--- src/hdl/crcat_pkg.sv ---
// shared types, register map and crc helper functions for the byte crc attach unit
package crcat_pkg;

    localparam int unsigned APB_ADDR_W = 4;
    localparam int unsigned APB_DATA_W = 32;

    typedef enum logic [1:0] {
        REG_POLYNOMIAL  = 2'd0,
        REG_ORDER_BYTES = 2'd1,
        REG_ATTACH_MODE = 2'd2
    } reg_index_t;

    typedef struct packed {
        logic [7:0] data_byte;
        logic       last_byte;
    } in_t;

    typedef struct packed {
        logic [7:0]  out_byte;
        logic        is_crc_byte;
        logic        end_of_frame;
        logic [31:0] crc_value;
    } out_t;

    typedef struct packed {
        logic [31:0] polynomial;
        logic [2:0]  order_bytes;
        logic        attach_mode;
    } cfg_t;

    typedef struct packed {
        logic [7:0]  data_byte;
        logic        last_byte;
        logic [31:0] crc;
    } job_t;

    // order in bytes, clamped to 1..4
    function automatic logic [2:0] eff_order(input logic [2:0] order_bytes);
        logic [2:0] nb;
        case (order_bytes)
            3'd0:    nb = 3'd1;
            3'd1:    nb = 3'd1;
            3'd2:    nb = 3'd2;
            3'd3:    nb = 3'd3;
            default: nb = 3'd4;
        endcase
        return nb;
    endfunction

    // msb-first crc update over one byte, eight xor-shift steps
    function automatic logic [31:0] fold_byte(input logic [31:0] crc_in,
                                              input logic [7:0]  data,
                                              input logic [2:0]  nb,
                                              input logic [31:0] poly);
        logic [31:0] mask;
        logic [31:0] top;
        logic [31:0] ins;
        logic [31:0] crc;
        logic        hi;
        case (nb)
            3'd1: begin
                mask = 32'h0000_00ff;
                top  = 32'h0000_0080;
                ins  = {24'd0, data};
            end
            3'd2: begin
                mask = 32'h0000_ffff;
                top  = 32'h0000_8000;
                ins  = {16'd0, data, 8'd0};
            end
            3'd3: begin
                mask = 32'h00ff_ffff;
                top  = 32'h0080_0000;
                ins  = {8'd0, data, 16'd0};
            end
            default: begin
                mask = 32'hffff_ffff;
                top  = 32'h8000_0000;
                ins  = {data, 24'd0};
            end
        endcase
        crc = (crc_in & mask) ^ ins;
        for (int k = 0; k < 8; k++) begin
            hi  = |(crc & top);
            crc = {crc[30:0], 1'b0} & mask;
            if (hi) begin
                crc = crc ^ (poly & mask);
            end
        end
        return crc;
    endfunction

endpackage

--- src/hdl/configurable_byte_crc_attach_unit.sv ---
// top level of the configurable byte crc attach unit
//
// s_ channel: one data byte per transaction, last_byte marks the end of a frame.
// m_ channel: result transactions. in attach mode every byte is echoed and, after
// the last byte, the crc follows as order_bytes bytes (clamped to 1..4), most
// significant first; the final one carries end_of_frame and crc_value. in checksum
// mode only one result is given per frame, at its end, with the crc in crc_value.
// the crc is folded when a byte is accepted; its result enters the output register
// or, while that is busy, the skid slot. bytes with one result each flow at one
// byte per cycle while the receiver does not stall. a frame end in attach mode
// gives the echoed byte, then the crc bytes, one per cycle while m_ready is high.
// s_ready comes straight from the skid slot register.
// when the receiver stalls, the output holds its result and the skid slot takes
// one more transaction before s_ready falls.
// reset (aresetn low, synchronous) clears the running crc and both slots and sets
// polynomial 0, order_bytes 4 and attach_mode 1. registers: polynomial at 0x0,
// order_bytes at 0x4, attach_mode at 0x8; write only while the unit is idle.
module configurable_byte_crc_attach_unit
    import crcat_pkg::*;
(
    input  logic                  aclk,
    input  logic                  aresetn,
    input  logic                  psel,
    input  logic                  penable,
    input  logic                  pwrite,
    input  logic [APB_ADDR_W-1:0] paddr,
    input  logic [APB_DATA_W-1:0] pwdata,
    output logic [APB_DATA_W-1:0] prdata,
    output logic                  pready,
    input  logic                  s_valid,
    output logic                  s_ready,
    input  in_t                   s_data,
    output logic                  m_valid,
    input  logic                  m_ready,
    output out_t                  m_data
);

    cfg_t cfg;
    job_t job;
    logic job_push;
    logic accept;

    assign accept = s_valid && s_ready;

    crcat_regs u_regs (
        .aclk    (aclk),
        .aresetn (aresetn),
        .psel    (psel),
        .penable (penable),
        .pwrite  (pwrite),
        .paddr   (paddr),
        .pwdata  (pwdata),
        .prdata  (prdata),
        .pready  (pready),
        .cfg     (cfg)
    );

    crcat_fold u_fold (
        .aclk     (aclk),
        .aresetn  (aresetn),
        .accept   (accept),
        .item     (s_data),
        .cfg      (cfg),
        .job      (job),
        .job_push (job_push)
    );

    crcat_emit u_emit (
        .aclk     (aclk),
        .aresetn  (aresetn),
        .cfg      (cfg),
        .job_push (job_push),
        .job      (job),
        .in_ready (s_ready),
        .m_valid  (m_valid),
        .m_ready  (m_ready),
        .m_data   (m_data)
    );

endmodule

--- src/hdl/crcat_regs.sv ---
// apb configuration registers: polynomial, order and attach mode
module crcat_regs
    import crcat_pkg::*;
(
    input  logic                  aclk,
    input  logic                  aresetn,
    input  logic                  psel,
    input  logic                  penable,
    input  logic                  pwrite,
    input  logic [APB_ADDR_W-1:0] paddr,
    input  logic [APB_DATA_W-1:0] pwdata,
    output logic [APB_DATA_W-1:0] prdata,
    output logic                  pready,
    output cfg_t                  cfg
);

    cfg_t       cfg_reg;
    cfg_t       cfg_next;
    reg_index_t sel_index;
    logic       wr_en;

    assign pready    = 1'b1;
    assign sel_index = reg_index_t'(paddr[3:2]);
    assign wr_en     = psel && penable && pwrite;
    assign cfg       = cfg_reg;

    always_comb begin
        cfg_next = cfg_reg;
        if (wr_en) begin
            unique case (paddr[3:2])
                REG_POLYNOMIAL:  cfg_next.polynomial  = pwdata;
                REG_ORDER_BYTES: cfg_next.order_bytes = pwdata[2:0];
                REG_ATTACH_MODE: cfg_next.attach_mode = pwdata[0];
                default:         cfg_next = cfg_reg;
            endcase
        end
    end

    always_comb begin
        unique case (sel_index)
            REG_POLYNOMIAL:  prdata = cfg_reg.polynomial;
            REG_ORDER_BYTES: prdata = {29'd0, cfg_reg.order_bytes};
            REG_ATTACH_MODE: prdata = {31'd0, cfg_reg.attach_mode};
            default:         prdata = '0;
        endcase
    end

    always_ff @(posedge aclk) begin
        if (!aresetn) begin
            cfg_reg.polynomial  <= 32'd0;
            cfg_reg.order_bytes <= 3'd4;
            cfg_reg.attach_mode <= 1'b1;
        end else begin
            cfg_reg <= cfg_next;
        end
    end

endmodule

--- src/hdl/crcat_fold.sv ---
// running crc register and byte fold at transaction acceptance
module crcat_fold
    import crcat_pkg::*;
(
    input  logic aclk,
    input  logic aresetn,
    input  logic accept,
    input  in_t  item,
    input  cfg_t cfg,
    output job_t job,
    output logic job_push
);

    logic [31:0] crc_reg;
    logic [31:0] crc_next;
    logic [31:0] folded;

    assign folded = fold_byte(crc_reg, item.data_byte, eff_order(cfg.order_bytes),
                              cfg.polynomial);

    assign job.data_byte = item.data_byte;
    assign job.last_byte = item.last_byte;
    assign job.crc       = folded;
    assign job_push      = accept && (cfg.attach_mode || item.last_byte);

    always_comb begin
        crc_next = crc_reg;
        if (accept) begin
            crc_next = item.last_byte ? 32'd0 : folded;
        end
    end

    always_ff @(posedge aclk) begin
        if (!aresetn) begin
            crc_reg <= 32'd0;
        end else begin
            crc_reg <= crc_next;
        end
    end

endmodule

--- src/hdl/crcat_emit.sv ---
// skid slot and output register, emitting job results one per cycle while m_ready
module crcat_emit
    import crcat_pkg::*;
(
    input  logic aclk,
    input  logic aresetn,
    input  cfg_t cfg,
    input  logic job_push,
    input  job_t job,
    output logic in_ready,
    output logic m_valid,
    input  logic m_ready,
    output out_t m_data
);

    logic       a_valid_reg;
    logic       a_valid_next;
    job_t       a_job_reg;
    job_t       a_job_next;
    logic       b_valid_reg;
    logic       b_valid_next;
    job_t       b_job_reg;
    job_t       b_job_next;
    logic [2:0] b_idx_reg;
    logic [2:0] b_idx_next;
    logic [2:0] nb;
    logic [2:0] byte_sel;
    logic       b_final;
    logic       b_done;
    logic       b_free;

    assign nb       = eff_order(cfg.order_bytes);
    assign in_ready = !a_valid_reg;
    assign m_valid  = b_valid_reg;
    assign byte_sel = nb - b_idx_reg;

    assign b_final = !cfg.attach_mode || !b_job_reg.last_byte || (b_idx_reg == nb);
    assign b_done  = b_valid_reg && m_ready && b_final;
    assign b_free  = !b_valid_reg || b_done;

    always_comb begin
        a_valid_next = a_valid_reg;
        a_job_next   = a_job_reg;
        b_valid_next = b_valid_reg;
        b_job_next   = b_job_reg;
        b_idx_next   = b_idx_reg;
        if (b_valid_reg && m_ready) begin
            b_idx_next = b_idx_reg + 3'd1;
        end
        if (b_done) begin
            b_valid_next = 1'b0;
            b_idx_next   = 3'd0;
        end
        if (a_valid_reg) begin
            if (b_free) begin
                b_valid_next = 1'b1;
                b_job_next   = a_job_reg;
                b_idx_next   = 3'd0;
                a_valid_next = 1'b0;
            end
        end else if (job_push) begin
            if (b_free) begin
                b_valid_next = 1'b1;
                b_job_next   = job;
                b_idx_next   = 3'd0;
            end else begin
                a_valid_next = 1'b1;
                a_job_next   = job;
            end
        end
    end

    always_comb begin
        m_data = '0;
        if (cfg.attach_mode) begin
            if (b_idx_reg == 3'd0) begin
                m_data.out_byte = b_job_reg.data_byte;
            end else begin
                case (byte_sel)
                    3'd0:    m_data.out_byte = b_job_reg.crc[7:0];
                    3'd1:    m_data.out_byte = b_job_reg.crc[15:8];
                    3'd2:    m_data.out_byte = b_job_reg.crc[23:16];
                    3'd3:    m_data.out_byte = b_job_reg.crc[31:24];
                    default: m_data.out_byte = 8'd0;
                endcase
                m_data.is_crc_byte  = 1'b1;
                m_data.end_of_frame = (b_idx_reg == nb);
                m_data.crc_value    = (b_idx_reg == nb) ? b_job_reg.crc : 32'd0;
            end
        end else begin
            m_data.end_of_frame = 1'b1;
            m_data.crc_value    = b_job_reg.crc;
        end
    end

    always_ff @(posedge aclk) begin
        if (!aresetn) begin
            a_valid_reg <= 1'b0;
            b_valid_reg <= 1'b0;
            b_idx_reg   <= 3'd0;
        end else begin
            a_valid_reg <= a_valid_next;
            b_valid_reg <= b_valid_next;
            b_idx_reg   <= b_idx_next;
        end
    end

    always_ff @(posedge aclk) begin
        a_job_reg <= a_job_next;
        b_job_reg <= b_job_next;
    end

endmodule

--- config.mk ---
export PLATFORM = sky130hd
export DESIGN_NAME = configurable_byte_crc_attach_unit
export DESIGN_NICKNAME = d
export VERILOG_FILES = /design/src/hdl/crcat_pkg.sv /design/src/hdl/configurable_byte_crc_attach_unit.sv /design/src/hdl/crcat_regs.sv /design/src/hdl/crcat_fold.sv /design/src/hdl/crcat_emit.sv
export SDC_FILE = /design/constraint.sdc
export NUM_CORES = 1
export LEC_CHECK = 0
export BUFFER_PORTS_ARGS = -buffer_cell sky130_fd_sc_hd__buf_4
export CELL_PAD_IN_SITES_DETAIL_PLACEMENT = 1
export CELL_PAD_IN_SITES_GLOBAL_PLACEMENT = 2
export CORE_ASPECT_RATIO = 1.4
export CORE_UTILIZATION = 39
export DETAILED_ROUTE_END_ITERATION = 8
export PLACE_DENSITY_LB_ADDON = 0.1
export SYNTH_ARGS = -nofsm -noshare
export SYNTH_HDL_FRONTEND = slang
export SYNTH_SLANG_ARGS = --single-unit
export TNS_END_PERCENT = 100
--- constraint.sdc ---
create_clock -name aclk -period 17.7 [get_ports aclk]
set_input_delay 1.77 -clock aclk [delete_from_list [all_inputs] [get_ports aclk]]
set_output_delay 1.77 -clock aclk [all_outputs]
set_load 0.005 [all_outputs]
**Yosys cells after proc, flatten, opt, wreduce, memory -nomap -nowiden**

Cells that the tools add are included.

- Flip-flop bits (word level): 155
- Input bits: 52
- Output and inout bits: 77
- Word-level logic and storage cells: 125

- Add/sub/neg operators: 2
- Eq/ne operators: 12
- Mux-type cells: 36
- Bitwise operators: 29
- Reduce and logical (&&, ||, !) cells: 33

Operators with widths:

| kind | count |
|---|---|
| 32-bit bitwise AND | 18 |
| 32-bit one-hot mux with 3 select lines | 4 |
| 32-bit two-way mux | 10 |
| 32-bit bitwise XOR | 9 |
| 32-bit OR reduction | 8 |
| 41-bit two-way mux | 4 |
| 34-bit two-way mux | 1 |
| 33-bit two-way mux | 1 |
| 8-bit one-hot mux with 4 select lines | 1 |
| 3-bit by 2-bit equality test with 1-bit output (second input constant) | 6 |
| 3-bit two-way mux | 5 |
| 3-bit by 1-bit equality test with 1-bit output (second input constant) | 3 |
| 3-bit logical NOT | 3 |
| 9-bit two-way mux | 1 |
| 3-bit one-hot mux with 3 select lines | 1 |
| 8-bit two-way mux | 1 |
| 2-bit AND reduction | 4 |
| 1-bit two-way mux | 7 |
| 1-bit logical AND | 6 |
| 1-bit logical NOT | 4 |
| 1-bit logical OR | 4 |
| 3-bit by 1-bit adder with 3-bit output (second input constant) | 1 |
| 3-bit equality test | 1 |
| 3-bit AND reduction | 1 |
| other kinds (7) | 8 |

**Longest topological paths before layout**

Gate-level depths: netlist (run 1).

- Depth in word-level cells: 34
- Mapped depth: 30
- Mapped depth without buffers: 22

**Cells and area by module**

Synthesis (run 1) repeated with hierarchy kept, for this count alone.

- Cell total of the unflattened synthesis: 1444
- Area total of the unflattened synthesis: 12460.7 um^2

Modules (own cells, without submodules):

| module | times used | cells an instance | area each (um^2) | seq. area each (um^2) |
|---|---|---|---|---|
| crcat_fold | 1 | 988 | 6701.4 | 640.6 |
| crcat_emit | 1 | 254 | 3998.8 | 2562.5 |
| crcat_regs | 1 | 201 | 1754.2 | 720.7 |
| configurable_byte_crc_attach_unit | 1 | 1 | 6.3 | 0.0 |

**Worst setup path before layout (run 1)**

No wires, ideal clock.

- Kind: input port to flip-flop
- From: input s_data[8] in the netlist's numbering
- To: register u_emit.b_job_reg[0] in the netlist's numbering, data pin
- Setup time: 0.260 ns
- Arrival time: 7.791 ns
- Required time: 17.440 ns
- Slack: 9.649 ns
- Cell stages on the path: 27
- Path buffers: 6
- Path through: buf_2 -> xor2_1 -> a22oi_1 -> nand2_2 -> mux2_1 -> o2111ai_2 -> mux2_2 -> or2_0 -> buf_2 -> or2_1 -> buf_2 -> and3_4 -> or2_1 -> or4_4 -> and3_1 -> a41o_1 -> o22ai_1 -> a21oi_1 -> mux2i_1 -> or4_1 -> buf_2 -> a21o_1 -> a31o_1 -> buf_6 -> buf_6 -> o31a_1 -> mux2_2

RTL lines:

| element | RTL line | RTL |
|---|---|---|
| start, declared | configurable_byte_crc_attach_unit.sv:32 | `input in_t s_data,` |
| end signal, assigned | crcat_emit.sv:110 | `b_job_reg <= b_job_next;` |
| end, declared | crcat_emit.sv:22 | `job_t b_job_reg;` |

==> results.md, run 1 <==
* F_max at 99.4 MHz
* FF-to-FF path depth at 23
* Die height at approximately 210 µm
* Synth cell types at 81
* CTS Hold Bufs at 0
* Synth Instances at 1433
* First-pass GRT wire length at roughly 66000 µm
* Syn avg cell area at roughly 8.3 µm²
* CTS clk-pin slew, worst paths at 0.07 ns
* ANT cells at 0
* Register area share after synthesis at 0.328
* DRC Markers at 0
* Site row count at 75
* Via Count at approximately 11000
* Worst VDD drop at 0.0649 mV
* Total Wirelength at around 43000 µm
* HP Class: reg -> reg
* Count leader, synth: nand2_1
* Combinational group share of total power at 0.173
* Unrepaired setup endpoints after global routing: false
* Prevailing post-synth register cell: edfxtp_1
* Measured slew at the worst slew-check pin at 1.13 ns
* Final ANT Viol Nets at 0
* Sw frac at 0.304
* Int Pwr at approximately 650 µW
* CP Class: in -> reg
* Mapped Area at 11900 µm²
* Minimum clock period at 10.06 ns
* Setup Viol. Count Final at 0
* CTS tree: done
* Setup_tns at 0 ns
* Final hold vios at 0
* Power share of the clock group at 0.389
* CTS resizes at 0
* Max_slew headroom at 0.248
* Largest cells by area after synthesis: edfxtp_1, xnor2_1, dfxtp_1
* Final slew viol count at 0
* Area leader, netlist: edfxtp_1
* Setup WS post-layout at 7.64 ns
* Largest net degree at the start of global routing at 43
* Initial Util at 0.398
* Warnings, synthesis at 0
* LEAKAGE at 4.82 nW
* Commonest cells post-synth: nand2_1, xnor2_1, edfxtp_1
* Switch Pwr at ~290 µW
* Global Route Usage Sum at 0.283
* Detailed Routing Iterations Pass 1 at 5
* Post-Syn Nets at around 1500
* Longest Clk Path Bufs at 2
* Yosys reg bits at roughly 160
* Drt initial violations at 544
* Total CTS buffers at 17
* Crit. End Element: flip-flop
* Status: complete, no violations
* FF-to-FF End: u_emit.b_job_reg[23]
* Setup Fix Bufs, Post-CTS at 0
* WP data arrival at 10.24 ns
* Nature of the critical path startpoint: input pin
* Cell Pwr Density at 68.4 nW/µm²
* Reg-to-Reg Start: u_regs.cfg[3]
* Max-Cap Viols at 0
* WP data required at approximately 18 ns
* R2r setup slk at 8.26 ns
* Fill cells at roughly 3600
* Area grow syn2layout at 15.0%
* Hold Path Depth at 2
* Num ports at 129
* Crit Path Max Fanout at 29
* DP HPWL at 32600 µm
* Root Buffer: clkbuf_16
* Worst-Skew Late Latency at 0.44 ns
* Post-synth ARST share at 0
* Post-synth EDFFs at just over 80
* Clk sinks at ~160
* I/O Buffers at 125
* Final core occ at 0.458
* Total Nets Final at between 1500 and 2000
* Die area at 31300 µm²
* Crit path launch: s_data[8]
* Routability Congestion at approximately 0.89
* H-tree Lvls at 4
* Final Cycle Share at 0.568
* Routed len/inst at around 23 µm
* Die width at between 100 and 150 µm
* Core box area at about 30000 µm²
* Initial antenna violation count at 0
* Top-area cell type share of the netlist area at 0.206
* Share of cells above drive strength 1 at 0.171
* Overflow after GRT at 0
* Hold Slack at roughly 0.47 ns
* Post-place setup slack at roughly 7.3 ns
* Clock skew at approximately 0.014 ns
* Worst setup endpoint: u_emit.b_job_reg[23]
* Via-per-instance ratio at about 5.6
* Seq pwr share at 0.438
* Vias in the first global route at 10500
[layout by cell type (no fill, tap or decap), types with 8 or more instances in the layout]
| cell type | synthesis | final |
|---|---|---|
| nand2b_1 | 14 | 14 |
| nand2_1 | 337 | 337 |
| a22o_1 | 20 | 20 |
| dfxtp_1 | 73 | 73 |
| o21ai_1 | 41 | 42 |
| and2_1 | 65 | 65 |
| mux2_2 | 19 | 19 |
| nor2b_1 | 10 | 10 |
| o31ai_1 | 17 | 17 |
| edfxtp_1 | 82 | 82 |
| xor2_1 | 49 | 49 |
| inv_1 | 15 | 15 |
| buf_4 | 2 | 160 |
| mux2i_1 | 15 | 15 |
| mux4_2 | 8 | 8 |
| o21ai_0 | 43 | 42 |
| o31ai_4 | 9 | 9 |
| xnor2_1 | 212 | 212 |
| clkbuf_16 | 0 | 17 |
| nand3_1 | 19 | 18 |
| or3_1 | 9 | 9 |
| and3_1 | 21 | 21 |
| a21boi_0 | 41 | 41 |
| nor3_1 | 16 | 15 |
| nor2_1 | 48 | 48 |
| a21oi_1 | 29 | 27 |
[final cells by class]
type / instances / area (µm²) / share of cell area
Clock buffer: 18 / 429 / 0.0312
Clock inverter: 14 / 136 / 0.00993
Inverter: 15 / 56.3 / 0.00410
Multi-Input combinational cell: 1146 / 7510 / 0.547
Sequential cell: 155 / 3920 / 0.286
Tap cell: 385 / 482 / 0.0351
Timing Repair Buffer: 160 / 1200 / 0.0874
[cell families after synthesis]
| kind of cell | count (synthesis) | share of synthesized area |
|---|---|---|
| multiplexers | 43 | 0.0465 |
| XOR/XNOR | 262 | 0.193 |
| other | 1 | 0.000314 |
| buffers and inverters | 132 | 0.0459 |
| AO/OA/AOI/OAI | 261 | 0.160 |
| adder cells (fa/ha/maj) | 4 | 0.00419 |
| flip-flops | 155 | 0.328 |
| AND/OR/NAND/NOR | 575 | 0.221 |
[metal layers]
metal  track usage  up-vias  routed length [µm]
met1         0.343     5259               17800
met5             0        -                   0
met2         0.497      337               22000
li1              -     4956                   -
met4         0.124        0                1750
met3        0.0343       74                1880
[worst min-delay path by stage]
stage / from / endpoint / slack, ns
2_1_floorplan: u_fold.crc_reg[2] / u_fold.crc_reg[2] / 0.44
3_3_place_gp: u_fold.crc_reg[2] / u_fold.crc_reg[2] / 0.45
3_5_place_dp: u_fold.crc_reg[17] / u_fold.crc_reg[17] / 0.46
4_1_cts: u_fold.crc_reg[17] / u_fold.crc_reg[17] / 0.47
5_1_grt: u_fold.crc_reg[17] / u_fold.crc_reg[17] / 0.48
6_report: u_fold.crc_reg[8] / u_fold.crc_reg[8] / 0.47
[worst max-delay path, cell delays in order]
cell and delay, ns:
buf_4 0.17, xor2_1 0.38, a22oi_1 0.22, nand2_2 0.47, mux2_1 0.40, o2111ai_2 0.20, mux2_2 0.39, or2_0 0.20
buf_4 0.18, o21ai_1 0.24, mux2i_1 0.68, or3_1 0.32, nor3_1 0.08, o211ai_1 0.48, a21bo_2 0.29, o22ai_1 0.36
nand2_1 0.33, or3_1 0.44, a31o_2 0.25, a21oi_1 0.68, a31o_2 0.96, o31ai_1 0.15, xnor2_1 0.45, o21ai_1 0.12
[through the flow]
step	power (mW)	area [µm²]	std cells
finish	0.940	13700	1893
global route	0.971	13700	1893
CTS	0.947	13700	1893
detailed placement	0.582	13200	1861
global placement	0.580	13200	1861
floorplan	0.518	11900	1433
[power by group through the flow]
stage                     combinational, mW  clock [mW]  sequential [mW]
after floorplan                       0.107           0            0.411
after global placement                0.161           0            0.419
after detailed placement              0.163           0            0.420
after CTS                             0.164       0.372            0.412
after global routing                  0.175       0.383            0.413
final                                 0.163       0.365            0.412
No activity file was read; power rests on OpenSTA's default activity.
==> run 2, diff against run 1 <==
- CORE_UTILIZATION: 39 -> 36
- clock period: 17.7 -> 10.45 ns (I/O delays scaled with it)
==> results.md, run 2 (synthesis gave the netlist of run 1 again) <==
* Status: complete, no violations (unchanged)
* CTS tree: done (unchanged)
* ANT cells at 0 (unchanged)
* Max-Cap Viols at 0 (unchanged)
* DP HPWL at 33900 µm (was 32600 µm)
* Post-Layout Cell Count at 1963 (was 1893)
* Most common cell after layout, fill and taps aside: nand2_1 (unchanged)
* CTS clk-pin slew, worst paths at 0.07 ns (about the same)
* CTS Hold Bufs at 0 (unchanged)
* Detailed Routing Iterations Pass 1 at 5 (unchanged)
* Final instance area at 14000 µm² (was 13700 µm²)
* Drt initial violations at 682 (was 544)
* Post-place setup slack at 1.38 ns (was 7.34 ns)
* Share of cells above drive strength 1 at 0.179 (was 0.171)
* Routed len/inst at 22.6 µm (was 23.0 µm)
* Worst-Skew Late Latency at 0.45 ns (was 0.44 ns)
* CTS resizes at 0 (unchanged)
* HP Class: reg -> reg (unchanged)
* Routability Congestion at 0.922 (was 0.893)
* Crit. End Element: flip-flop (unchanged)
* Max_slew headroom at 0.267 (was 0.248)
* Area grow syn2layout at 17.2% (was 15.0%)
* I/O Buffers at 125 (unchanged)
* Total Power at 1.65 mW (was 940 µW)
* Hold Slack at 0.467 ns (was 0.469 ns)
* Core box area at 32500 µm² (was 30000 µm²)
* Measured slew at the worst slew-check pin at 1.10 ns (was 1.13 ns)
* Initial antenna violation count at 0 (unchanged)
* Total CTS buffers at 17 (unchanged)
* Overflow after GRT at 0 (unchanged)
* Final slew viol count at 0 (unchanged)
* Total Wirelength at 44400 µm (was 43500 µm)
* CP Class: reg -> reg (was in -> reg)
* Die height at 218 µm (was 209 µm)
* Largest net degree at the start of global routing at 43 (unchanged)
* LEAKAGE at 4.93 nW (was 4.82 nW)
* Global Route Usage Sum at 0.269 (was 0.283)
* Setup WS post-layout at 1.41 ns (was 7.64 ns)
* Fill cells at 3859 (was 3589)
* Nature of the critical path startpoint: flip-flop (was input pin)
* H-tree Lvls at 4 (unchanged)
* F_max at 111 MHz
* Final hold vios at 0 (unchanged)
* WP data arrival at 9.23 ns (was 10.24 ns)
* Die area at 33900 µm² (was 31300 µm²)
* Crit Path Max Fanout at 25 (was 29)
* DRC Markers at 0 (unchanged)
* Root Buffer: clkbuf_16 (unchanged)
* Via Count at 10400 (was 10600)
* Die width at 156 µm (was 150 µm)
* Unrepaired setup endpoints after global routing: false (unchanged)
* WP data required at 10.64 ns (was 17.88 ns)
* Placed insts at 1931 (was 1861)
* Final Cycle Share at 0.865
* Final core occ at 0.431 (was 0.458)
* Clock skew at 0.0119 ns (was 0.0135 ns)
* Minimum clock period at 9.04 ns
* Initial Util at 0.368 (was 0.398)
* Setup Fix Bufs, Post-CTS at 0 (unchanged)
* Longest Clk Path Bufs at 2 (unchanged)
* Setup Viol. Count Final at 0 (unchanged)
* Via-per-instance ratio at 5.31 (was 5.61)
* Vias in the first global route at 10500 (about the same)
* Commonest non-fill, non-tap cells in the layout: nand2_1, xnor2_1, buf_4, edfxtp_1, dfxtp_1 (unchanged)
* Cell Pwr Density at 118 nW/µm² (was 68.4 nW/µm²)
* Placed Instance Area at 13400 µm² (was 13200 µm²)
* Num ports at 129 (unchanged)
* Total Nets Final at 1566 (was 1551)
* Setup_tns at 0 ns (unchanged)
* Worst VDD drop at 0.0997 mV (was 0.0649 mV)
* Site row count at 78 (was 75)
* First-pass GRT wire length at 66900 µm (was 65500 µm)
* Clk sinks at 155 (unchanged)
* Final ANT Viol Nets at 0 (unchanged)
-- run 2: cell types whose count changed in the layout (fill, tap and decap cells not counted), moves of 2 or more --
cell / before / now
buf_4: 160 / 172
inv_6: 6 / 2
buf_12: 0 / 3
bufinv_16: 1 / 3
clkinv_2: 1 / 3
-- run 2: worst paths after layout --
| kind | from | end | slack, ns | cells after the start |
|---|---|---|---|---|
| worst min register to register | u_fold.crc_reg[8] | u_fold.crc_reg[8] | 0.47 | 2 |
| worst min-delay path | u_fold.crc_reg[8] | u_fold.crc_reg[8] | 0.47 | 2 |
| worst max-delay path | u_regs.cfg[3] | u_emit.b_job_reg[20] | 1.41 | 24 |
| worst max register to register | u_regs.cfg[3] | u_emit.b_job_reg[20] | 1.41 | 24 |
-- run 2: report_power, final --
group | internal [mW] | total [mW] | leakage, nW | switching (mW)
Combinational | 0.107 | 0.287 | 3.26 | 0.179
Sequential | 0.675 | 0.697 | 1.37 | 0.0223
Clock | 0.385 | 0.667 | 0.296 | 0.282
-- run 2: layer usage --
metal,vias to the layer above,routed length (µm),part of all wire,global-route usage
met4,0,1890,0.043,0.130
met5,-,0,0,0
met2,295,22300,0.50,0.472
met1,5061,18600,0.42,0.326
met3,79,1570,0.035,0.0266
li1,4992,-,-,-
-- run 2: area by class of cell --
class	count	area (µm²)	area share
clock buffers	19	443	0.0316
clock inverters	13	166	0.0119
inverters	15	56.3	0.00402
multi-input cells	1146	7510	0.536
flip-flops and latches	155	3920	0.280
well taps	440	551	0.0393
repair buffers	175	1350	0.0965
-- run 2: worst max-delay path, stage by stage (launching register included) --
cell       delay (ns)
dfxtp_1          0.85
and3b_1          0.43
a22o_2           0.42
o21ai_1          0.30
xnor2_1          0.13
o2111ai_2        0.41
mux2_2           0.39
or2_0            0.38
o21ai_1          0.32
mux2i_1          0.76
or3_1            0.31
nor3_1           0.09
o211ai_1         0.52
a21bo_2          0.29
o22ai_1          0.40
nand2_1          0.21
or3_1            0.40
a31o_2           0.24
a21oi_1          0.53
buf_4            0.24
a31o_2           0.24
buf_12           0.26
o31ai_1          0.11
xnor2_1          0.38
o21ai_1          0.12
==> run 3, diff against run 2 <==
- CORE_UTILIZATION: 36 -> 39
- clock period: 10.45 -> 11.41 ns (I/O delays scaled with it)
==> results.md, run 3 (synthesis gave the netlist of run 1 again) <==
* H-tree Lvls at 4 (unchanged)
* Final ANT Viol Nets at 0 (unchanged)
* CTS Hold Bufs at 0 (unchanged)
* Site row count at 75 (was 78)
* Core box area at 30000 µm² (was 32500 µm²)
* Placed Instance Area at 13300 µm² (was 13400 µm²)
* Cell Pwr Density at 107 nW/µm² (was 118 nW/µm²)
* HP Class: reg -> reg (unchanged)
* Initial Util at 0.398 (was 0.368)
* Setup_tns at 0 ns (unchanged)
* Drt initial violations at 563 (was 682)
* Global Route Usage Sum at 0.290 (was 0.269)
* Nature of the critical path startpoint: flip-flop (unchanged)
* Setup Fix Bufs, Post-CTS at 0 (unchanged)
* Via-per-instance ratio at 5.53 (was 5.31)
* Total Wirelength at 44400 µm (about the same)
* Clk sinks at 155 (unchanged)
* Die area at 31300 µm² (was 33900 µm²)
* ANT cells at 0 (unchanged)
* Fill cells at 3613 (was 3859)
* Setup WS post-layout at 2.54 ns (was 1.41 ns)
* Hold Slack at 0.466 ns (was 0.467 ns)
* Most common cell after layout, fill and taps aside: nand2_1 (unchanged)
* Cell Chain, Critical Path: buf_4 > and3b_1 > a22o_2 > o21ai_1 > a211oi_2 > o2111ai_2 > or2_1 > a41oi_2 > o21ai_1 > mux2i_1 > or3_1 > nor3_1 > o211ai_1 > a21bo_2 > o22ai_1 > a21oi_1 > mux2i_1 > or4_1 > a21o_1 > a31o_2 > buf_12 > o31ai_2 > xnor2_1 > mux2_2 (was and3b_1 > a22o_2 > o21ai_1 > xnor2_1 > o2111ai_2 > mux2_2 > or2_0 > o21ai_1 > mux2i_1 > or3_1 > nor3_1 > o211ai_1 > a21bo_2 > o22ai_1 > nand2_1 > or3_1 > a31o_2 > a21oi_1 > buf_4 > a31o_2 > buf_12 > o31ai_1 > xnor2_1 > o21ai_1)
* FF/Latch Area at 3920 µm² (unchanged)
* CP Class: reg -> reg (unchanged)
* Die height at 209 µm (was 218 µm)
* LEAKAGE at 4.91 nW (was 4.93 nW)
* Via Count at 10600 (was 10400)
* WP data required at 11.60 ns (was 10.64 ns)
* Area grow syn2layout at 16.2% (was 17.2%)
* First-pass GRT wire length at 66300 µm (was 66900 µm)
* Root Buffer: clkbuf_16 (unchanged)
* Largest net degree at the start of global routing at 43 (unchanged)
* Detailed Routing Iterations Pass 1 at 4 (was 5)
* Final slew viol count at 0 (unchanged)
* Longest Clk Path Bufs at 2 (unchanged)
* Share of cells above drive strength 1 at 0.178 (was 0.179)
* DRC Markers at 0 (unchanged)
* Clock skew at 0.0158 ns (was 0.0119 ns)
* DP HPWL at 33600 µm (was 33900 µm)
* Overflow after GRT at 0 (unchanged)
* I/O Buffers at 125 (unchanged)
* Worst-Skew Late Latency at 0.45 ns (about the same)
* Worst VDD drop at 0.108 mV (was 0.0997 mV)
* Die width at 150 µm (was 156 µm)
* Vias in the first global route at 10600 (was 10500)
* CTS resizes at 0 (unchanged)
* CTS tree: done (unchanged)
* Crit Path Max Fanout at 29 (was 25)
* Post-place setup slack at 2.49 ns (was 1.38 ns)
* Measured slew at the worst slew-check pin at 1.15 ns (was 1.10 ns)
* Final hold vios at 0 (unchanged)
* Worst path max stage delay at 0.76 ns (was 0.85 ns)
* WP data arrival at 9.06 ns (was 9.23 ns)
* Final Cycle Share at 0.777 (was 0.865)
* Final instance area at 13900 µm² (was 14000 µm²)
* Commonest non-fill, non-tap cells in the layout: nand2_1, xnor2_1, buf_4, edfxtp_1, dfxtp_1 (unchanged)
* Num ports at 129 (unchanged)
* Area of the multi-input gates at 7510 µm² (unchanged)
* Max-Cap Viols at 0 (unchanged)
* Routed len/inst at 23.3 µm (was 22.6 µm)
* Routability Congestion at 0.922 (about the same)
* Crit-path slowest cell: or4_1 (was dfxtp_1)
* Max_slew headroom at 0.236 (was 0.267)
* Total Nets Final at 1565 (was 1566)
* Status: complete, no violations (unchanged)
* CTS clk-pin slew, worst paths at 0.08 ns (was 0.07 ns)
* Unrepaired setup endpoints after global routing: false (unchanged)
* Total CTS buffers at 17 (unchanged)
* Minimum clock period at 8.87 ns (was 9.04 ns)
* F_max at 113 MHz (was 111 MHz)
* Setup Viol. Count Final at 0 (unchanged)
* Initial antenna violation count at 0 (unchanged)
* Crit. End Element: flip-flop (unchanged)
run 3: cell types whose count changed in the layout (fill, tap and decap cells not counted), sizes merged:
cell,previous run,this run
inv,18,20
bufinv,3,2
clkbuf,19,17
clkinv,5,7
buf,175,174
clkinvlp,2,1
run 3: layer usage:
metal	GRT usage	wire length [µm]	up-vias
met1	0.349	18400	5172
li1	-	-	4991
met2	0.507	22300	298
met5	0	0	-
met4	0.142	2040	0
met3	0.0328	1600	89
run 3: through the flow:
| stage | util | instances | power [mW] |
|---|---|---|---|
| final | 0.462 | 1907 | 1.49 |
| after global routing | 0.462 | 1907 | 1.54 |
| after CTS | 0.462 | 1907 | 1.50 |
| after detailed placement | 0.443 | 1875 | 0.911 |
| after global placement | 0.443 | 1875 | 0.906 |
| after floorplan | - | 1433 | 0.804 |
run 3: report_power, final:
part           leakage (nW)  switching, mW  total [mW]  internal [mW]
Sequential             1.37         0.0195       0.638          0.618
Combinational          3.25          0.164       0.262         0.0978
Clock                 0.291          0.262       0.590          0.327
Total                  4.91          0.446        1.49           1.04
run 3: final cells by class:
type | count | share of cell area
Multi-Input combinational cell | 1146 | 0.541
Clock buffer | 17 | 0.0306
Inverter | 15 | 0.00406
Clock inverter | 15 | 0.0120
Timing Repair Buffer | 174 | 0.0950
Sequential cell | 155 | 0.283
Tap cell | 385 | 0.0347
run 3: final timing paths:
| check | depth (start not counted) | to | slack, ns | startpoint |
|---|---|---|---|---|
| setup / recovery | 24 | u_emit.b_job_reg[6] | 2.54 | u_regs.cfg[2] |
| hold / removal | 2 | u_fold.crc_reg[8] | 0.47 | u_fold.crc_reg[8] |
| setup reg to reg | 24 | u_emit.b_job_reg[6] | 2.54 | u_regs.cfg[2] |
| hold reg to reg | 2 | u_fold.crc_reg[8] | 0.47 | u_fold.crc_reg[8] |
run 3: worst max-delay path, delay by kind of cell, from the launching register on:
kind	cells	cell delay [ns]
compound gates	13	4.16
xor+xnor	1	0.20
buf+inv	2	0.49
flops	1	0.49
mux	3	1.22
simple gates	5	2.01
